$ cat config.mk
export PLATFORM = sky130hd
export DESIGN_NAME = tftp_client_transfer_engine_top_flat
export DESIGN_NICKNAME = d
export VERILOG_FILES = /design/src/tftpc_pkg.sv /design/src/tftpc_evt_if.sv /design/src/tftpc_tx_if.sv /design/src/tftpc_front.sv /design/src/tftpc_queue.sv /design/src/tftpc_back.sv /design/src/tftpc_client_top.sv /design/src/flat_wrapper.sv
export SDC_FILE = /design/constraint.sdc
export NUM_CORES = 1
export LEC_CHECK = 0
export BUFFER_PORTS_ARGS = -buffer_cell sky130_fd_sc_hd__buf_4
export CORE_MARGIN = 2
export CORE_UTILIZATION = 50
export DETAILED_ROUTE_END_ITERATION = 7
export PLACE_DENSITY = 0.66
export SLEW_MARGIN = 0
export SYNTH_ARGS = -nofsm -noshare
export SYNTH_HDL_FRONTEND = slang
export SYNTH_SLANG_ARGS = --single-unit
$ cat constraint.sdc
create_clock -name clk -period 12.7 [get_ports clk]
set_input_delay 2.54 -clock clk [delete_from_list [all_inputs] [get_ports clk]]
set_output_delay 2.54 -clock clk [all_outputs]
set_load 0.1 [all_outputs]
$ cat src/tftpc_pkg.sv
// Package for the TFTP client transfer engine: codes, widths and shared types.
// No dependencies; used by every file of the block but the two interfaces.
package tftpc_pkg;

  localparam int BLOCK_BYTES = 512;
  localparam int QUEUE_DEPTH = 2;
  localparam int QPTR_W      = $clog2(QUEUE_DEPTH);
  localparam int QCNT_W      = $clog2(QUEUE_DEPTH + 1);

  localparam logic [9:0]  BLOCK_LEN = 10'(BLOCK_BYTES);
  localparam logic [30:0] BLOCK_SZ  = 31'(BLOCK_BYTES);

  // request types
  localparam logic [1:0] REQ_START  = 2'd0;
  localparam logic [1:0] REQ_PACKET = 2'd1;
  localparam logic [1:0] REQ_TICK   = 2'd2;

  // received opcodes
  localparam logic [15:0] OP_RRQ   = 16'd1;
  localparam logic [15:0] OP_WRQ   = 16'd2;
  localparam logic [15:0] OP_DATA  = 16'd3;
  localparam logic [15:0] OP_ACK   = 16'd4;
  localparam logic [15:0] OP_ERROR = 16'd5;
  localparam logic [15:0] OP_OACK  = 16'd6;

  // sent packet kinds
  localparam logic [2:0] KIND_NONE   = 3'd0;
  localparam logic [2:0] KIND_RRQ    = 3'd1;
  localparam logic [2:0] KIND_WRQ    = 3'd2;
  localparam logic [2:0] KIND_ACK    = 3'd3;
  localparam logic [2:0] KIND_DATA   = 3'd4;
  localparam logic [2:0] KIND_RESEND = 3'd5;

  // status codes
  localparam logic [2:0] ST_IDLE = 3'd0;
  localparam logic [2:0] ST_BUSY = 3'd1;
  localparam logic [2:0] ST_OK   = 3'd2;
  localparam logic [2:0] ST_PEER = 3'd3;
  localparam logic [2:0] ST_EXH  = 3'd4;

  // configuration register indexes
  localparam logic [1:0] CFG_DIRECTION_PUT = 2'd0;
  localparam logic [1:0] CFG_FILE_SIZE     = 2'd1;
  localparam logic [1:0] CFG_RETRY_LIMIT   = 2'd2;
  localparam logic [1:0] CFG_TSIZE_ENABLE  = 2'd3;

  typedef enum logic [2:0] {
    CMD_START,
    CMD_IGNORE,
    CMD_TICK,
    CMD_DATA,
    CMD_ACK,
    CMD_ERROR,
    CMD_REQ,
    CMD_OTHER
  } cmd_t;

  // classified word passed from front to back
  typedef struct packed {
    cmd_t        cmd;
    logic [15:0] blk;       // DATA block, or ack block (zero for OACK)
    logic [9:0]  wlen;      // payload length saturated at one block
    logic        short_blk; // payload shorter than a block
  } work_t;

  typedef struct packed {
    logic        direction_put;
    logic [30:0] file_size;
    logic [7:0]  retry_limit;
    logic        tsize_enable;
  } cfg_t;

  typedef enum logic [4:0] {
    PH_IDLE = 5'b00001,
    PH_BUSY = 5'b00010,
    PH_OK   = 5'b00100,
    PH_PEER = 5'b01000,
    PH_EXH  = 5'b10000
  } phase_t;

endpackage

$ cat src/tftpc_evt_if.sv
// Event channel of the TFTP client engine: valid/ready plus one event word.
// Depends on nothing.
interface tftpc_evt_if;
  logic        valid;
  logic        ready;
  logic [1:0]  req_type;
  logic [15:0] rx_opcode;
  logic [15:0] rx_block;
  logic [9:0]  rx_payload_len;

  modport source(output valid, req_type, rx_opcode, rx_block, rx_payload_len,
                 input ready);
  modport sink(input valid, req_type, rx_opcode, rx_block, rx_payload_len,
               output ready);
endinterface

$ cat src/tftpc_tx_if.sv
// Result channel of the TFTP client engine: valid/ready plus one result word.
// Depends on nothing.
interface tftpc_tx_if;
  logic        valid;
  logic        ready;
  logic [2:0]  tx_kind;
  logic [15:0] tx_block;
  logic [9:0]  tx_len;
  logic [30:0] tx_file_offset;
  logic        tx_tsize;
  logic [9:0]  write_len;
  logic [2:0]  status;

  modport source(output valid, tx_kind, tx_block, tx_len, tx_file_offset, tx_tsize,
                 write_len, status, input ready);
  modport sink(input valid, tx_kind, tx_block, tx_len, tx_file_offset, tx_tsize,
               write_len, status, output ready);
endinterface

$ cat src/tftpc_front.sv
// Front end: takes event words and classifies them into work words for the queue.
// Depends on tftpc_pkg and tftpc_evt_if.
module tftpc_front (
  tftpc_evt_if.sink       evt,
  input  logic            q_full,
  output logic            q_push,
  output tftpc_pkg::work_t q_data
);

  assign evt.ready = !q_full;
  assign q_push    = evt.valid && !q_full;

  always_comb begin
    q_data.blk       = evt.rx_block;
    q_data.wlen      = (evt.rx_payload_len > tftpc_pkg::BLOCK_LEN) ?
                       tftpc_pkg::BLOCK_LEN : evt.rx_payload_len;
    q_data.short_blk = evt.rx_payload_len < tftpc_pkg::BLOCK_LEN;
    q_data.cmd       = tftpc_pkg::CMD_IGNORE;
    case (evt.req_type)
      tftpc_pkg::REQ_START:  q_data.cmd = tftpc_pkg::CMD_START;
      tftpc_pkg::REQ_TICK:   q_data.cmd = tftpc_pkg::CMD_TICK;
      tftpc_pkg::REQ_PACKET: begin
        case (evt.rx_opcode)
          tftpc_pkg::OP_DATA:  q_data.cmd = tftpc_pkg::CMD_DATA;
          tftpc_pkg::OP_ACK:   q_data.cmd = tftpc_pkg::CMD_ACK;
          tftpc_pkg::OP_OACK: begin
            q_data.cmd = tftpc_pkg::CMD_ACK;
            q_data.blk = '0; // OACK acks block zero
          end
          tftpc_pkg::OP_ERROR: q_data.cmd = tftpc_pkg::CMD_ERROR;
          tftpc_pkg::OP_RRQ,
          tftpc_pkg::OP_WRQ:   q_data.cmd = tftpc_pkg::CMD_REQ;
          default:             q_data.cmd = tftpc_pkg::CMD_OTHER;
        endcase
      end
      default: q_data.cmd = tftpc_pkg::CMD_IGNORE;
    endcase
  end

endmodule

$ cat src/tftpc_queue.sv
// Short FIFO of work words between the front end and the back end.
// Depends on tftpc_pkg.
module tftpc_queue (
  input  logic             clk,
  input  logic             rst,
  input  logic             push,
  input  tftpc_pkg::work_t push_data,
  output logic             full,
  input  logic             pop,
  output logic             not_empty,
  output tftpc_pkg::work_t pop_data
);

  tftpc_pkg::work_t                 entries [tftpc_pkg::QUEUE_DEPTH];
  logic [tftpc_pkg::QPTR_W-1:0]     wr_ptr;
  logic [tftpc_pkg::QPTR_W-1:0]     rd_ptr;
  logic [tftpc_pkg::QCNT_W-1:0]     count;

  assign full      = count == tftpc_pkg::QCNT_W'(tftpc_pkg::QUEUE_DEPTH);
  assign not_empty = count != '0;
  assign pop_data  = entries[rd_ptr];

  function automatic logic [tftpc_pkg::QPTR_W-1:0] ptr_inc(
      input logic [tftpc_pkg::QPTR_W-1:0] p);
    if (p == tftpc_pkg::QPTR_W'(tftpc_pkg::QUEUE_DEPTH - 1)) begin
      return '0;
    end
    return p + 1'b1;
  endfunction

  always_ff @(posedge clk) begin
    if (push) begin
      entries[wr_ptr] <= push_data;
    end
  end

  always_ff @(posedge clk) begin
    if (rst) begin
      wr_ptr <= '0;
      rd_ptr <= '0;
      count  <= '0;
    end else begin
      if (push) begin
        wr_ptr <= ptr_inc(wr_ptr);
      end
      if (pop) begin
        rd_ptr <= ptr_inc(rd_ptr);
      end
      if (push && !pop) begin
        count <= count + 1'b1;
      end else if (pop && !push) begin
        count <= count - 1'b1;
      end
    end
  end

endmodule

$ cat src/tftpc_back.sv
// Back end: transfer state and packet sequencing, one work word per cycle
// unless tx stalls, registered result word. Needs tftpc_pkg, tftpc_tx_if.
module tftpc_back (
  input  logic             clk,
  input  logic             rst,
  input  tftpc_pkg::cfg_t  cfg,
  input  logic             q_valid,
  input  tftpc_pkg::work_t q_data,
  output logic             q_pop,
  tftpc_tx_if.source       tx
);

  logic [30:0]       remaining, remaining_next;
  logic              final_sent, final_sent_next;
  logic [30:0]       send_offset, send_offset_next;
  logic [15:0]       prev_ack, prev_ack_next;
  logic [7:0]        tcount, tcount_next;
  tftpc_pkg::phase_t phase, phase_next;
  logic [2:0]        last_kind, last_kind_next;
  logic [15:0]       last_blk, last_blk_next;
  logic [9:0]        last_len, last_len_next;

  logic        out_valid;
  logic [2:0]  r_kind;
  logic [15:0] r_blk;
  logic [9:0]  r_len;
  logic [30:0] r_off;
  logic        r_tsize;
  logic [9:0]  r_wlen;
  logic [2:0]  r_status;

  logic [30:0] resend_off;
  logic        resend_tsize;
  logic [7:0]  tcount_inc;
  logic [15:0] blk_plus;
  logic        in_seq;

  assign q_pop = q_valid && (!out_valid || tx.ready);

  assign resend_off   = (last_kind == tftpc_pkg::KIND_DATA) ?
                        (send_offset - {21'd0, last_len}) : '0;
  assign resend_tsize = (last_kind == tftpc_pkg::KIND_WRQ) && cfg.tsize_enable;
  assign tcount_inc   = (tcount == 8'hFF) ? tcount : tcount + 8'd1;
  assign blk_plus     = q_data.blk + 16'd1;
  assign in_seq       = (q_data.blk == '0) || (q_data.blk == prev_ack + 16'd1);

  always_comb begin
    remaining_next   = remaining;
    final_sent_next  = final_sent;
    send_offset_next = send_offset;
    prev_ack_next    = prev_ack;
    tcount_next      = tcount;
    phase_next       = phase;
    last_kind_next   = last_kind;
    last_blk_next    = last_blk;
    last_len_next    = last_len;
    r_kind  = tftpc_pkg::KIND_NONE;
    r_blk   = '0;
    r_len   = '0;
    r_off   = '0;
    r_tsize = 1'b0;
    r_wlen  = '0;

    if (q_data.cmd == tftpc_pkg::CMD_START) begin
      r_kind           = cfg.direction_put ? tftpc_pkg::KIND_WRQ : tftpc_pkg::KIND_RRQ;
      r_tsize          = cfg.direction_put && cfg.tsize_enable;
      remaining_next   = cfg.direction_put ? cfg.file_size : '0;
      final_sent_next  = 1'b0;
      send_offset_next = '0;
      prev_ack_next    = '0;
      tcount_next      = '0;
      phase_next       = tftpc_pkg::PH_BUSY;
      last_kind_next   = r_kind;
      last_blk_next    = '0;
      last_len_next    = '0;
    end else if (phase == tftpc_pkg::PH_BUSY) begin
      case (q_data.cmd)
        tftpc_pkg::CMD_TICK: begin
          tcount_next = tcount_inc;
          if (tcount_inc >= cfg.retry_limit) begin
            phase_next = tftpc_pkg::PH_EXH;
          end else begin
            r_kind  = tftpc_pkg::KIND_RESEND;
            r_blk   = last_blk;
            r_len   = last_len;
            r_off   = resend_off;
            r_tsize = resend_tsize;
          end
        end
        tftpc_pkg::CMD_DATA: begin
          tcount_next    = '0;
          last_kind_next = tftpc_pkg::KIND_ACK;
          last_blk_next  = q_data.blk;
          last_len_next  = '0;
          if (q_data.short_blk) begin
            phase_next = tftpc_pkg::PH_OK;
          end
          r_kind = tftpc_pkg::KIND_ACK;
          r_blk  = q_data.blk;
          r_wlen = q_data.wlen;
        end
        tftpc_pkg::CMD_ACK: begin
          if (final_sent) begin
            phase_next = tftpc_pkg::PH_OK;
          end else begin
            tcount_next   = '0;
            prev_ack_next = q_data.blk;
            if (in_seq) begin
              if (remaining >= tftpc_pkg::BLOCK_SZ) begin
                r_len          = tftpc_pkg::BLOCK_LEN;
                remaining_next = remaining - tftpc_pkg::BLOCK_SZ;
              end else begin
                r_len           = remaining[9:0];
                remaining_next  = '0;
                final_sent_next = 1'b1;
              end
              r_kind           = tftpc_pkg::KIND_DATA;
              r_blk            = blk_plus;
              r_off            = send_offset;
              send_offset_next = send_offset + {21'd0, r_len};
              last_kind_next   = tftpc_pkg::KIND_DATA;
              last_blk_next    = blk_plus;
              last_len_next    = r_len;
            end else begin
              r_kind  = tftpc_pkg::KIND_RESEND;
              r_blk   = last_blk;
              r_len   = last_len;
              r_off   = resend_off;
              r_tsize = resend_tsize;
            end
          end
        end
        tftpc_pkg::CMD_ERROR: phase_next = tftpc_pkg::PH_PEER;
        tftpc_pkg::CMD_OTHER: phase_next = tftpc_pkg::PH_OK;
        default: ; // stray requests and ignored words send nothing
      endcase
    end
  end

  always_comb begin
    case (phase_next)
      tftpc_pkg::PH_IDLE: r_status = tftpc_pkg::ST_IDLE;
      tftpc_pkg::PH_BUSY: r_status = tftpc_pkg::ST_BUSY;
      tftpc_pkg::PH_OK:   r_status = tftpc_pkg::ST_OK;
      tftpc_pkg::PH_PEER: r_status = tftpc_pkg::ST_PEER;
      tftpc_pkg::PH_EXH:  r_status = tftpc_pkg::ST_EXH;
      default:            r_status = tftpc_pkg::ST_IDLE;
    endcase
  end

  always_ff @(posedge clk) begin
    if (rst) begin
      remaining   <= '0;
      final_sent  <= 1'b0;
      send_offset <= '0;
      prev_ack    <= '0;
      tcount      <= '0;
      phase       <= tftpc_pkg::PH_IDLE;
      last_kind   <= tftpc_pkg::KIND_NONE;
      last_blk    <= '0;
      last_len    <= '0;
      out_valid   <= 1'b0;
    end else begin
      if (q_pop) begin
        remaining   <= remaining_next;
        final_sent  <= final_sent_next;
        send_offset <= send_offset_next;
        prev_ack    <= prev_ack_next;
        tcount      <= tcount_next;
        phase       <= phase_next;
        last_kind   <= last_kind_next;
        last_blk    <= last_blk_next;
        last_len    <= last_len_next;
        out_valid   <= 1'b1;
      end else if (tx.ready) begin
        out_valid <= 1'b0;
      end
    end
  end

  always_ff @(posedge clk) begin
    if (q_pop) begin
      tx.tx_kind        <= r_kind;
      tx.tx_block       <= r_blk;
      tx.tx_len         <= r_len;
      tx.tx_file_offset <= r_off;
      tx.tx_tsize       <= r_tsize;
      tx.write_len      <= r_wlen;
      tx.status         <= r_status;
    end
  end

  assign tx.valid = out_valid;

endmodule

$ cat src/tftpc_client_top.sv
// TFTP client transfer engine, top level: configuration registers, front end,
// work queue and back end. Depends on tftpc_pkg and both channel interfaces.
//
// Usage: events (start, packet received, timeout tick) enter on the evt channel,
// one word per valid/ready handshake. Every event yields exactly one result word
// on the tx channel: the packet to send (or none), its block, length and file
// offset, the byte count to store on a get, and the transfer status.
// Configuration is written through cfg_we/cfg_index/cfg_data while idle.
// Flow: an accepted word is classified and written into a two-entry queue; the
// back end pops it into the result register when that register is empty or its
// word is being taken. Throughput: one event per cycle while the receiver takes
// every result; the back end updates the transfer state as it pops each word.
// When the receiver stalls, the result register holds and the queue fills; evt
// ready drops only when both queue entries are taken.
// Reset (rst, synchronous) empties the queue and the result register, puts the
// transfer in idle and loads the register defaults (get, size 0, retry limit 8,
// tsize on).
module tftp_client_transfer_engine_top (
  input  logic        clk,
  input  logic        rst,
  tftpc_evt_if.sink   evt,
  tftpc_tx_if.source  tx,
  input  logic        cfg_we,
  input  logic [1:0]  cfg_index,
  input  logic [30:0] cfg_data
);

  tftpc_pkg::cfg_t  cfg;
  logic             q_full;
  logic             q_push;
  logic             q_pop;
  logic             q_valid;
  tftpc_pkg::work_t q_in;
  tftpc_pkg::work_t q_out;

  always_ff @(posedge clk) begin
    if (rst) begin
      cfg.direction_put <= 1'b0;
      cfg.file_size     <= '0;
      cfg.retry_limit   <= 8'd8;
      cfg.tsize_enable  <= 1'b1;
    end else if (cfg_we) begin
      case (cfg_index)
        tftpc_pkg::CFG_DIRECTION_PUT: cfg.direction_put <= cfg_data[0];
        tftpc_pkg::CFG_FILE_SIZE:     cfg.file_size     <= cfg_data;
        tftpc_pkg::CFG_RETRY_LIMIT:   cfg.retry_limit   <= cfg_data[7:0];
        tftpc_pkg::CFG_TSIZE_ENABLE:  cfg.tsize_enable  <= cfg_data[0];
        default: ;
      endcase
    end
  end

  tftpc_front u_front (
    .evt    (evt),
    .q_full (q_full),
    .q_push (q_push),
    .q_data (q_in)
  );

  tftpc_queue u_queue (
    .clk       (clk),
    .rst       (rst),
    .push      (q_push),
    .push_data (q_in),
    .full      (q_full),
    .pop       (q_pop),
    .not_empty (q_valid),
    .pop_data  (q_out)
  );

  tftpc_back u_back (
    .clk     (clk),
    .rst     (rst),
    .cfg     (cfg),
    .q_valid (q_valid),
    .q_data  (q_out),
    .q_pop   (q_pop),
    .tx      (tx)
  );

endmodule

$ cat src/flat_wrapper.sv
// flat-port wrapper written by rule: the top's interface ports become plain ports
module tftp_client_transfer_engine_top_flat 
  (clk, rst, cfg_we, cfg_index, cfg_data, evt_valid, evt_req_type, evt_rx_opcode, evt_rx_block, evt_rx_payload_len, evt_ready, tx_valid, tx_tx_kind, tx_tx_block, tx_tx_len, tx_tx_file_offset, tx_tx_tsize, tx_write_len, tx_status, tx_ready);
  tftpc_evt_if evt_i ();
  tftpc_tx_if tx_i ();
  input  logic clk;
  input  logic rst;
  input  logic cfg_we;
  input  logic [1:0] cfg_index;
  input  logic [30:0] cfg_data;
  input wire logic [$bits(evt_i.valid)-1:0] evt_valid;
  input wire logic [$bits(evt_i.req_type)-1:0] evt_req_type;
  input wire logic [$bits(evt_i.rx_opcode)-1:0] evt_rx_opcode;
  input wire logic [$bits(evt_i.rx_block)-1:0] evt_rx_block;
  input wire logic [$bits(evt_i.rx_payload_len)-1:0] evt_rx_payload_len;
  output wire logic [$bits(evt_i.ready)-1:0] evt_ready;
  output wire logic [$bits(tx_i.valid)-1:0] tx_valid;
  output wire logic [$bits(tx_i.tx_kind)-1:0] tx_tx_kind;
  output wire logic [$bits(tx_i.tx_block)-1:0] tx_tx_block;
  output wire logic [$bits(tx_i.tx_len)-1:0] tx_tx_len;
  output wire logic [$bits(tx_i.tx_file_offset)-1:0] tx_tx_file_offset;
  output wire logic [$bits(tx_i.tx_tsize)-1:0] tx_tx_tsize;
  output wire logic [$bits(tx_i.write_len)-1:0] tx_write_len;
  output wire logic [$bits(tx_i.status)-1:0] tx_status;
  input wire logic [$bits(tx_i.ready)-1:0] tx_ready;
  assign evt_i.valid = evt_valid;
  assign evt_i.req_type = evt_req_type;
  assign evt_i.rx_opcode = evt_rx_opcode;
  assign evt_i.rx_block = evt_rx_block;
  assign evt_i.rx_payload_len = evt_rx_payload_len;
  assign evt_ready = evt_i.ready;
  assign tx_valid = tx_i.valid;
  assign tx_tx_kind = tx_i.tx_kind;
  assign tx_tx_block = tx_i.tx_block;
  assign tx_tx_len = tx_i.tx_len;
  assign tx_tx_file_offset = tx_i.tx_file_offset;
  assign tx_tx_tsize = tx_i.tx_tsize;
  assign tx_write_len = tx_i.write_len;
  assign tx_status = tx_i.status;
  assign tx_i.ready = tx_ready;
  tftp_client_transfer_engine_top u_core (.clk(clk), .rst(rst), .evt(evt_i), .tx(tx_i), .cfg_we(cfg_we), .cfg_index(cfg_index), .cfg_data(cfg_data));
endmodule
### Word-level counts from Yosys, hierarchy flattened

Memories as Yosys holds them, arrays and structs flattened. A register that Yosys moved wholly into a read port is not among the register bits.
Cells that the tools add are included.

* bits in registers: 241
* RAM bits: 60
* input bits: 82
* output and inout bits: 76
* logic and storage cells: 210
* memories kept: 1

Memories
* u_core.u_queue.entries: depth 2, bits a word 30, rd ports 1, clocked after memory_dff 1, wr ports 1, RTL line tftpc_queue.sv:14 `tftpc_pkg::work_t entries [tftpc_pkg::QUEUE_DEPTH];`

* add/subtract/negate cells: 10
* $lt $le $gt $ge: 4
* eq/ne operators: 29
* multiplexer cells: 102
* bitwise gates (word level): 2
* reductions and logical operators: 38

Operator list (count)
* 31-bit two-way mux: 16
* 16-bit two-way mux: 12
* 10-bit two-way mux: 13
* 31-bit one-hot mux with 2 select lines: 1
* 16-bit by 3-bit == test with 1-bit output, second input constant: 3
* 16-bit one-hot mux with 3 select lines: 1
* 10-bit one-hot mux with 2 select lines: 2
* 16-bit by 1-bit adder with 16-bit output, second input constant: 2
* 16-bit by 2-bit == test with 1-bit output, second input constant: 2
* 8-bit two-way mux: 4
* 16-bit one-hot mux with 2 select lines: 1
* 31-bit by 10-bit adder with 31-bit output: 1
* 31-bit by 10-bit >= comparator with 1-bit output, second input constant: 1
* 31-bit by 10-bit subtractor with 31-bit output: 1
* 31-bit by 10-bit subtractor with 31-bit output, second input constant: 1
* 1-bit two-way mux: 28
* 5-bit two-way mux: 5
* 5-bit one-hot mux with 5 select lines: 1
* 3-bit two-way mux: 8
* 3-bit one-hot mux with 4 select lines: 2
* 8-bit one-hot mux with 3 select lines: 1
* 3-bit one-hot mux with 3 select lines: 2
* 16-bit by 1-bit == test with 1-bit output, second input constant: 1
* 16-bit == test: 1
* other kinds (37): 75

### Longest topological paths before layout

Gate-level depths: netlist of the first run.

* depth after elaboration: 14
* gate-level depth with buffers: 19
* depth with buffers taken out: 18

### Hierarchy

A second synthesis of the first run with hierarchy kept.

* cell total of the unflattened synthesis: 1721
* area total of the unflattened synthesis: 16062.9 µm²

Modules (own cells, without submodules)
* tftpc_back: times used 1, cells each 1378, area an instance 11499.8 µm², sequential area each 4664.5 µm²
* tftpc_queue: times used 1, cells each 115, area an instance 2364.8 µm², sequential area each 1901.8 µm²
* tftp_client_transfer_engine_top: times used 1, cells each 172, area an instance 1820.5 µm², sequential area each 820.8 µm²
* tftpc_front: times used 1, cells each 56, area an instance 377.9 µm², sequential area each 0.0 µm²

### Least setup slack after synthesis of the first run

OpenSTA, ideal clock, no wires.

* path type: input port to flip-flop
* start: input port tx_ready
* end: register u_core.u_back.tx.status[0] (netlist bit), enable pin
* arrival: 4.345 ns
* required time: 12.269 ns
* slack: 7.924 ns
* stages: 3
* buffers on the path: 0
* path through: nand2b_1 > o21ai_1 > inv_1

* word-level cells in the longest chain between the ends: 2

RTL lines
* from (decl): RTL line flat_wrapper.sv:25 `input wire logic [$bits(tx_i.ready)-1:0] tx_ready;`
* 1-bit logical OR: RTL line tftpc_back.sv:38 `assign q_pop = q_valid && (!out_valid || tx.ready);`
* 1-bit logical AND: RTL line tftpc_back.sv:38
* net u_core.q_pop: RTL line tftpc_client_top.sv:31 `logic q_pop;`
* to (signal assigned): RTL line tftpc_back.sv:189 `tx.status <= r_status;`
* to (decl): RTL line tftpc_tx_if.sv:15 `write_len, status, input ready);`

The timed path passes the listed nets, and every way through them passes these cells.
A chain may end at the register's enable or synchronous reset.

### Worst setup path in the final report of the first run

* start: input port tx_ready
* end: register u_core.u_back.send_offset[14]

* word-level cells in the longest chain between the ends: 3

RTL lines
* 1-bit logical OR: RTL line tftpc_back.sv:38
* 1-bit logical AND: RTL line tftpc_back.sv:38
* 5-bit AND reduction (no line)
* to (signal assigned): RTL line tftpc_back.sv:167 `send_offset <= send_offset_next;`
* to (decl): RTL line tftpc_back.sv:15 `logic [30:0] send_offset, send_offset_next;`

No other way between the ends.

==> impl_metrics.env, run 1 <==
export IMPL_mostFrequentLayoutCells="nand2_1, buf_4, dfxtp_1"
export IMPL_crit_cells=11
export IMPL_post_route_min_period_ns=5.313
export IMPL_critical_path_top_delay_family="simple AND/OR/NAND/NOR gates"
export IMPL_netlist_top_cells_area="edfxtp_1, dfxtp_1, nand2_1"
export IMPL_ctsHoldBuffers=0
export IMPL_critPathLaunch="tx_ready"
export IMPL_ys_ff_latch=302
export IMPL_crit_arrival_ns=5.76
export IMPL_hp_start="u_core.u_back.last_blk[5]"
export IMPL_areaGrowthSynthToFinish_pct=16.45
export IMPL_avgSynthCellArea_um2=9.373
export IMPL_clockBufferDepth=3
export IMPL_finalCritPeriodShare_pct=41.84
export IMPL_clk_pin_slew_ns=0.06
export IMPL_hp_class="flop to flop"
export IMPL_n_fill_cell=2695
export IMPL_path_cells="buf_4 > nand2b_1 > o21ai_1 > a21oi_2 > nand3_1 > a21o_1 > o21ai_4 > buf_4 > nand2b_1 > or3_1 > a21oi_1"
export IMPL_critPathMaxFanout=56
export IMPL_final_core_util_pct=59.33
export IMPL_grt_pass1_wl_mm=64.01
export IMPL_place_area_um2=17050
export IMPL_drc=0
export IMPL_antenna_found_initial=0
export IMPL_wl_per_cell_um=17.98
export IMPL_drt_pass1_iterations=8
export IMPL_grt_max_degree=85
export IMPL_max_cap_violations=0
export IMPL_drive_gt1_share_pct=14.91
export IMPL_yosysSeqAreaShare_pct=47.28
export IMPL_worst_hold_slack_ns=0.4376
export IMPL_netlist_instances=1667
export IMPL_h_tree_depth=2
export IMPL_r2r_cells=16
export IMPL_ir_drop_uv=115.8
export IMPL_worstSkewPairLatency_ns=0.52
export IMPL_yosysTopAreaCell="edfxtp_1"
export IMPL_power_density_nw_per_um2=200.5
export IMPL_ctsResizeCount=0
export IMPL_max_stage_delay_ns=0.70
export IMPL_grt_use_total_pct=23.77
export IMPL_cts_root_buf="clkbuf_16"
export IMPL_synth_edf_count=134
export IMPL_tightest_slew_ns=1.292
export IMPL_num_vias=13070
export IMPL_maxSlewHeadroom_pct=13.04
export IMPL_first_global_vias=12280
export IMPL_grt_setup_unrepaired="no"
export IMPL_core_area_um2=30670
export IMPL_yosys_area_top_type_share_pct=25.75
export IMPL_die_h_um=180.8
export IMPL_min_path_cells=2
export IMPL_drt_wl_total_mm=39.68
export IMPL_setup_worst_path_class="input pin to flop"
export IMPL_numCtsBuffers=34
export IMPL_hpwl_mm=27.33
export IMPL_drt_iter0_drc=1170
export IMPL_total_leakage_power_nw=6.516
export IMPL_initial_utilization_pct=50.95
export IMPL_start_kind="input pin"
export IMPL_r2r_start="u_core.u_back.remaining[22]"
export IMPL_detail_route_antenna_nets=0
export IMPL_cp_slowest_cell="nand3_1"
export IMPL_ios=158
export IMPL_fin_worst_skew_ns=0.01868
export IMPL_die_w_um=180.8
export IMPL_synth_distinct_cells=87
export IMPL_via_per_inst=5.920
export IMPL_ys_async_sr_fraction_pct=0
export IMPL_cts_tree="done"
export IMPL_crit_buf_inv=2
export IMPL_synthFlopType="dfxtp_1"
export IMPL_total_power_mw=3.649
export IMPL_gp_congestion=0.8996
export IMPL_post_cts_repair_setup_buffers=0
export IMPL_layout_commonest_cell="nand2_1"
export IMPL_hold_viol=0
export IMPL_max_freq_mhz=188.2
export IMPL_synth_fp_nets=1785
export IMPL_status="finished, final reports clean"
export IMPL_design_area_um2=18200
export IMPL_io_buffers=157
export IMPL_yosysWarnings=0
export IMPL_slew_viol_final=0
export IMPL_final_net_count=1906
export IMPL_clock_sinks=302
export IMPL_grt_ovfl_total=0
export IMPL_die_area_um2=32680
export IMPL_endpoint_kind="flop"
export IMPL_num_rows=64
export IMPL_crit_required_ns=13.14
export IMPL_setup_viol=0
export IMPL_antenna_cells=0
export IMPL_synth_area_um2=15620
export IMPL_tns_ns=0
path summary, 6_finish.rpt:
path	endpoint	slack, ns
worst max-delay path	u_core.u_back.send_offset[14]	7.39
worst min-delay path	u_core.u_back.last_blk[5]	0.44
worst max register to register	u_core.u_back.send_offset[21]	7.51
worst min register to register	u_core.u_back.last_blk[5]	0.44
worst register-to-register path, stage by stage, from the launching register on:
cell       delay, ns
dfxtp_1         0.35
nor4_1          0.76
and3b_1         0.33
nor2b_1         0.18
and3_1          0.39
nand2_1         0.18
inv_1           0.13
ha_1            0.24
a21oi_1         0.18
o211ai_1        0.14
a2111oi_0       0.63
o41a_1          0.31
inv_1           0.05
a21oi_1         0.76
nand3b_1        0.22
xor2_1          0.16
nor2_1          0.05
flip-flops by register name (all words and copies together), names as in the netlist, named ones only:
register	flops
u_core.u_back.tx.tx_tsize	1
u_core.u_back.tx.tx_block	16
u_core.u_queue.wr_ptr	1
u_core.u_back.tx.tx_file_offset	31
u_core.u_queue.rd_ptr	1
u_core.cfg	41
u_core.u_back.last_len	10
u_core.u_queue.entries	60
u_core.u_queue.count	2
u_core.u_back.tx.write_len	10
u_core.u_back.prev_ack	16
u_core.u_back.final_sent	1
u_core.u_back.last_blk	16
u_core.u_back.tx.status	3
u_core.u_back.tx.tx_kind	3
u_core.u_back.tx.valid	1
u_core.u_back.remaining	31
u_core.u_back.send_offset	31
u_core.u_back.tcount	8
u_core.u_back.last_kind	3
u_core.u_back.phase	5
u_core.u_back.tx.tx_len	10
cell families (layout without fill, tap and decap cells):
kind of cell               count (synthesis)  after routing  share of synthesized area (%)
AOI/OAI and AO/OA                        392            392                          16.43
xor gates and xnor gates                  84             84                          4.757
adders and majority gates                 36             36                          2.979
buffers and inverters                    137            281                          3.740
DFF                                      302            302                          47.28
muxes                                     49             49                          3.852
and+or+nand+nor                          667            667                          20.96
Yosys cell counts, drive strengths merged, types with 10 or more instances:
| master | instances |
|---|---|
| nor2 | 153 |
| nor4 | 19 |
| xnor2 | 47 |
| clkbuf | 64 |
| a32o | 10 |
| o211ai | 10 |
| nand2 | 196 |
| buf | 27 |
| a31oi | 13 |
| nand4 | 18 |
| or4 | 11 |
| a211oi | 10 |
| a22o | 24 |
| o21ai | 76 |
| inv | 46 |
| nand3b | 10 |
| ha | 34 |
| nor3b | 10 |
| mux2i | 41 |
| xor2 | 37 |
| o31ai | 10 |
| nand3 | 57 |
| nor2b | 25 |
| nand2b | 18 |
| dfxtp | 168 |
| and2 | 37 |
| edfxtp | 134 |
| a21oi | 135 |
| or3 | 14 |
| a22oi | 14 |
| nor3 | 67 |
layout make-up:
class	instances	area, um^2	share of cell area [%]
clock inverter	12	163.9	0.9008
tap	396	495.5	2.723
inverter	46	172.7	0.9490
timing repair buffer	176	1321	7.262
multi-input combinational	1228	7670	42.15
sequential	302	7388	40.61
clock buffer	47	983.4	5.405
where the power goes:
group	total (mW)	leakage [nW]	internal (mW)	switching, mW
Sequential	1.24	2.65	1.19	0.0526
Combinational	1.39	3.30	0.314	1.08
Clock	1.01	0.560	0.623	0.390
Total	3.65	6.52	2.13	1.52
stage by stage:
| step | cells | setup WS (ns) |
|---|---|---|
| 6_report | 2207 | 7.387 |
| 5_1_grt | 2207 | 7.092 |
| 4_1_cts | 2207 | 7.405 |
| 3_5_place_dp | 2148 | 6.866 |
| 3_3_place_gp | 2148 | 6.995 |
| 2_1_floorplan | 1667 | 7.924 |
layer usage:
metal | global-route usage (%) | vias up | routed length [um]
met1 | 34.58 | 6172 | 18480
met4 | 7.129 | 0 | 853
li1 | - | 6319 | -
met5 | 0 | - | 0
met2 | 36.62 | 507 | 17450
met3 | 3.628 | 68 | 2898
No activity file was read; power rests on OpenSTA's default activity.
==> run 2, diff against run 1 <==
==> constraint.sdc (replaced) <==
create_clock -name clk -period 5.4 [get_ports clk]
set_input_delay 1.08 -clock clk [delete_from_list [all_inputs] [get_ports clk]]
set_output_delay 1.08 -clock clk [all_outputs]
set_load 0.1 [all_outputs]
==> run 2 against run 1 <==
Compared with the run above:
- cell count grew 0.68%
- clock power grew 140%
- register-to-register slack lost 6.7 ns
- critical path type is now flop to flop
- highest routed layer unchanged
==> impl_metrics.env, run 2 (synthesis results as in run 1) <==
export IMPL_areaGrowthSynthToFinish_pct=17.50
export IMPL_top_regs="u_core.u_queue.entries: 60 flops, u_core.cfg: 41 flops"
export IMPL_grt_max_degree=68
export IMPL_die_w_um=180.8
export IMPL_detail_route_antenna_nets=0
export IMPL_final_net_count=1919
export IMPL_max_freq_mhz=217.2
export IMPL_ios=158
export IMPL_grt_pass1_wl_mm=65.49
export IMPL_p_clk_share_pct=28.4
export IMPL_drt_iter0_drc=1207
export IMPL_cp_slowest_cell="fa_1"
export IMPL_power_density_nw_per_um2=473.2
export IMPL_die_h_um=180.8
export IMPL_crit_required_ns=5.84
export IMPL_regMostFlops="u_core.u_queue.entries"
export IMPL_path_cells="nor4_1 > nand3_1 > nor2_1 > and3_1 > buf_4 > and2_1 > ha_1 > inv_1 > fa_1 > nor2b_1 > o21ai_0 > a21boi_0 > o21ai_0 > a21oi_1 > a31oi_1 > nand2b_1 > or3_1 > a21oi_1"
export IMPL_swShare_pct=41.38
export IMPL_post_cts_repair_setup_buffers=0
export IMPL_tightest_slew_ns=1.219
export IMPL_drt_pass1_iterations=5
export IMPL_status="finished, final reports clean"
export IMPL_critPathMaxFanout=13
export IMPL_reg2reg_slack_ns=0.80
export IMPL_clock_sinks=302
export IMPL_hp_class="flop to flop"
export IMPL_max_cap_violations=0
export IMPL_pwr_share_comb_pct=37.4
export IMPL_hp_start="u_core.u_back.last_blk[5]"
export IMPL_antenna_found_initial=0
export IMPL_layout_commonest_cell="nand2_1"
export IMPL_antenna_cells=0
export IMPL_post_route_min_period_ns=4.605
export IMPL_num_vias=13100
export IMPL_wl_per_cell_um=18.23
export IMPL_total_leakage_power_nw=6.598
export IMPL_r2r_start="u_core.u_back.remaining[14]"
export IMPL_crit_arrival_ns=5.04
export IMPL_start_kind="flop"
export IMPL_tns_ns=0
export IMPL_initial_utilization_pct=50.95
export IMPL_clockBufferDepth=3
export IMPL_ctsHoldBuffers=0
export IMPL_fin_worst_skew_ns=0.01417
export IMPL_first_global_vias=12450
export IMPL_hold_viol=0
export IMPL_h_tree_depth=2
export IMPL_min_to="u_core.u_back.last_blk[5]"
export IMPL_maxSlewHeadroom_pct=16.37
export IMPL_drt_wl_total_mm=40.51
export IMPL_critPathLaunch="u_core.u_back.remaining[14]"
export IMPL_die_area_um2=32680
export IMPL_slew_viol_final=0
export IMPL_drc=0
export IMPL_r2r_end="u_core.u_back.send_offset[12]"
export IMPL_hpwl_mm=28.14
export IMPL_endpoint_kind="flop"
export IMPL_core_area_um2=30670
export IMPL_clk_pin_slew_ns=0.06
export IMPL_numCtsBuffers=35
export IMPL_num_rows=64
export IMPL_min_path_cells=2
export IMPL_setup_worst_path_class="flop to flop"
export IMPL_seqPwrFrac_pct=34.2
export IMPL_ctsResizeCount=0
export IMPL_setup_viol=0
export IMPL_worst_hold_slack_ns=0.4398
export IMPL_total_power_mw=8.688
export IMPL_cts_tree="done"
export IMPL_gp_congestion=0.9212
export IMPL_finalCritPeriodShare_pct=85.28
export IMPL_grt_use_total_pct=24.35
export IMPL_grt_setup_unrepaired="no"
export IMPL_io_buffers=157
export IMPL_largest_register_ffs=60
export IMPL_ir_drop_uv=299.0
export IMPL_r2r_cells=18
export IMPL_grt_ovfl_total=0
export IMPL_internal_power_mw=5.093
export IMPL_final_cells=2222
export IMPL_cts_root_buf="clkbuf_16"
export IMPL_p_sw_mw=3.595
export IMPL_max_stage_delay_ns=0.40
export IMPL_mostFrequentLayoutCells="nand2_1, buf_4, dfxtp_1"
export IMPL_dp_cells=2159
export IMPL_via_per_inst=5.896
export IMPL_worstSkewPairLatency_ns=0.52
export IMPL_drive_gt1_share_pct=15.50
run 2: changes by cell type in the layout (fill, tap and decap cells not counted), sizes merged:
cell | previous run | this run
buf | 176 | 188
bufinv | 4 | 5
clkbuf | 47 | 50
clkinv | 6 | 5
clkinvlp | 1 | 2
inv | 47 | 46
run 2: metal layers:
| layer | vias to the layer above | global-route usage, % | share of wire [%] |
|---|---|---|---|
| met5 | - | 0 | 0 |
| met4 | 0 | 6.710 | 2.2 |
| met3 | 76 | 4.556 | 7.3 |
| met2 | 513 | 37.89 | 44 |
| met1 | 6161 | 34.80 | 46 |
| li1 | 6352 | - | - |
run 2: area by class of cell:
cell class                      instances  area (um^2)
Multi-Input combinational cell       1228         7670
Timing Repair Buffer                  188         1431
Clock buffer                           50         1015
Sequential cell                       302         7388
Inverter                               46        172.7
Tap cell                              396        495.5
Clock inverter                         12        186.4
Fill cell                            2640        12310
run 2: worst max-delay path, delay by kind of cell, from the launching register on:
family,cells,cell delay (ns)
and+or+nand+nor,8,2.18
AOI/OAI and AO/OA,6,1.21
adders and majority gates,2,0.58
DFF,1,0.35
buffers and inverters,2,0.21
run 2: how the worst max path moves through the flow:
stage | to | slack, ns | cells past startpoint
final | u_core.u_back.send_offset[12] | 0.80 | 18
after global routing | u_core.u_back.send_offset[14] | 0.36 | 18
after global placement | u_core.u_back.send_offset[12] | 0.96 | 18
after CTS | u_core.u_back.send_offset[12] | 0.84 | 18
after detailed placement | u_core.u_back.send_offset[12] | 0.85 | 18
after floorplan | u_core.u_back.send_offset[12] | 1.29 | 18
run 2: power by group through the flow:
stage | clock network [mW] | registers [mW] | logic (mW)
after floorplan | 0 | 4.38 | 1.14
after global placement | 0 | 3.01 | 3.21
after detailed placement | 0 | 3.02 | 3.23
after CTS | 2.51 | 2.98 | 3.24
after global routing | 2.60 | 3.01 | 3.40
final | 2.47 | 2.97 | 3.25
run 2: stage by stage:
stage	setup WS (ns)	utilization (%)	cell area [um^2]
2_1_floorplan	1.290	-	15630
3_3_place_gp	0.9594	55.85	17130
3_5_place_dp	0.8548	55.85	17130
4_1_cts	0.8353	59.77	18330
5_1_grt	0.3626	59.86	18360
6_report	0.7951	59.86	18360
==> run 3, diff against run 2 <==
--- a/config.mk
+++ b/config.mk
@@ -6,7 +6,6 @@
 export NUM_CORES = 1
 export LEC_CHECK = 0
 export BUFFER_PORTS_ARGS = -buffer_cell sky130_fd_sc_hd__buf_4
-export CORE_MARGIN = 2
 export CORE_UTILIZATION = 50
 export DETAILED_ROUTE_END_ITERATION = 7
 export PLACE_DENSITY = 0.66
==> run 3 against run 2 <==
Compared with the run above:
- maximum frequency up 1.4%
- clock power down 6%
- utilization down 0.33 points
- largest power group unchanged
==> impl_metrics.env, run 3 (synthesis results as in run 1) <==
export IMPL_start_kind="flop"
export IMPL_numCtsBuffers=35
export IMPL_gp_congestion=0.9423
export IMPL_ir_drop_uv=269.2
export IMPL_setup_ws_ns=0.8574
export IMPL_crit_arrival_ns=4.98
export IMPL_setup_worst_path_class="flop to flop"
export IMPL_antenna_found_initial=0
export IMPL_slew_viol_final=0
export IMPL_tightest_slew_ns=1.331
export IMPL_drt_iter0_drc=1295
export IMPL_maxSlewHeadroom_pct=8.728
export IMPL_use_met2_pct=38.89
export IMPL_ios=158
export IMPL_n_fill_cell=2701
export IMPL_met3_usage_pct=3.053
export IMPL_top_regs="u_core.u_queue.entries: 60 flops, u_core.cfg: 41 flops"
export IMPL_drive_gt1_share_pct=15.66
export IMPL_num_rows=64
export IMPL_setup_viol=0
export IMPL_ctsHoldBuffers=0
export IMPL_r2r_start="u_core.u_back.remaining[14]"
export IMPL_die_h_um=178.8
export IMPL_total_leakage_power_nw=6.562
export IMPL_max_cap_violations=0
export IMPL_post_route_min_period_ns=4.543
export IMPL_max_freq_mhz=220.1
export IMPL_clockBufferDepth=3
export IMPL_hp_start="u_core.u_back.last_blk[5]"
export IMPL_die_w_um=178.8
export IMPL_grt_pass1_wl_mm=64.23
export IMPL_hp_class="flop to flop"
export IMPL_clock_sinks=302
export IMPL_drt_wl_total_mm=40.28
export IMPL_initial_utilization_pct=50.95
export IMPL_finalCritPeriodShare_pct=84.12
export IMPL_critPathLaunch="u_core.u_back.remaining[14]"
export IMPL_grt_util_met1_pct=36.93
export IMPL_first_global_vias=12210
export IMPL_wl_per_cell_um=18.13
export IMPL_grt_ovfl_total=0
export IMPL_largest_register_ffs=60
export IMPL_layout_commonest_cell="nand2_1"
export IMPL_detail_route_antenna_nets=0
export IMPL_regMostFlops="u_core.u_queue.entries"
export IMPL_dp_slack_ns=0.9188
export IMPL_busiest_layer="met2"
export IMPL_final_net_count=1920
export IMPL_cts_root_buf="clkbuf_16"
export IMPL_grt_setup_unrepaired="no"
export IMPL_hold_viol=0
export IMPL_grt_use_total_pct=25.23
export IMPL_status="finished, final reports clean"
export IMPL_areaGrowthSynthToFinish_pct=16.85
export IMPL_core_area_um2=30670
export IMPL_drc=0
export IMPL_h_tree_depth=2
export IMPL_antenna_cells=0
export IMPL_ctsResizeCount=0
export IMPL_grt_max_degree=97
export IMPL_fin_worst_skew_ns=0.02162
export IMPL_post_cts_repair_setup_buffers=0
export IMPL_die_area_um2=31960
export IMPL_critPathMaxFanout=13
export IMPL_crit_required_ns=5.84
export IMPL_tns_ns=0
export IMPL_io_buffers=157
export IMPL_via_per_inst=5.943
export IMPL_drt_pass1_iterations=6
export IMPL_hpwl_mm=28.06
export IMPL_num_vias=13210
export IMPL_endpoint_kind="flop"
export IMPL_worstSkewPairLatency_ns=0.51
export IMPL_mostFrequentLayoutCells="nand2_1, buf_4, dfxtp_1"
export IMPL_clk_pin_slew_ns=0.06
export IMPL_cts_tree="done"
export IMPL_power_density_nw_per_um2=467.8
-- run 3: path summary, 6_finish.rpt --
path | slack [ns] | depth (start not counted) | to
hold / removal | 0.44 | 2 | u_core.u_back.last_blk[5]
hold reg to reg | 0.44 | 2 | u_core.u_back.last_blk[5]
setup / recovery | 0.86 | 18 | u_core.u_back.send_offset[14]
setup reg to reg | 0.86 | 18 | u_core.u_back.send_offset[14]
-- run 3: through the flow --
step	cell area, um^2	power [mW]	util [%]	cells	hold slack [ns]
final	18260	8.541	59.53	2222	0.4429
after global routing	18260	8.866	59.53	2222	0.4794
after CTS	18260	8.567	59.53	2222	0.4405
after detailed placement	17150	6.264	55.90	2161	0.4330
after global placement	17150	6.233	55.90	2161	0.4308
after floorplan	15630	5.514	-	1667	0.4165
-- run 3: area by class of cell --
type / count / area [um^2] / area share, %
tap: 396 / 495.5 / 2.714
clock inverter: 18 / 176.4 / 0.9663
sequential: 302 / 7388 / 40.47
clock buffer: 43 / 935.9 / 5.126
multi-input combinational: 1228 / 7670 / 42.01
timing repair buffer: 189 / 1419 / 7.771
inverter: 46 / 172.7 / 0.9457
-- run 3: worst max-delay path, stage by stage, from the launching register on --
cell and delay (ns):
dfxtp_1 0.35, nor4_1 0.41, nand3_1 0.21, nor2_1 0.33
and3_1 0.21, buf_4 0.16, and2_1 0.17, ha_1 0.17
inv_1 0.05, fa_1 0.40, nor2b_1 0.13, o21ai_0 0.10
a21boi_0 0.25, o21ai_0 0.14, a21oi_1 0.24, a31oi_1 0.30
nand2b_1 0.32, or3_1 0.38, a21oi_1 0.15
-- run 3: report_power, final --
group / total, mW / switching (mW) / leakage (nW) / internal, mW
registers: 2.96 / 0.159 / 2.65 / 2.80
logic: 3.28 / 2.52 / 3.36 / 0.757
clock network: 2.31 / 0.929 / 0.544 / 1.38
-- run 3: metal layers --
| layer | share of wire [%] | vias up |
|---|---|---|
| met5 | 0 | - |
| met4 | 2.3 | 0 |
| met3 | 6.6 | 82 |
| met2 | 44 | 517 |
| met1 | 47 | 6254 |
| li1 | - | 6353 |
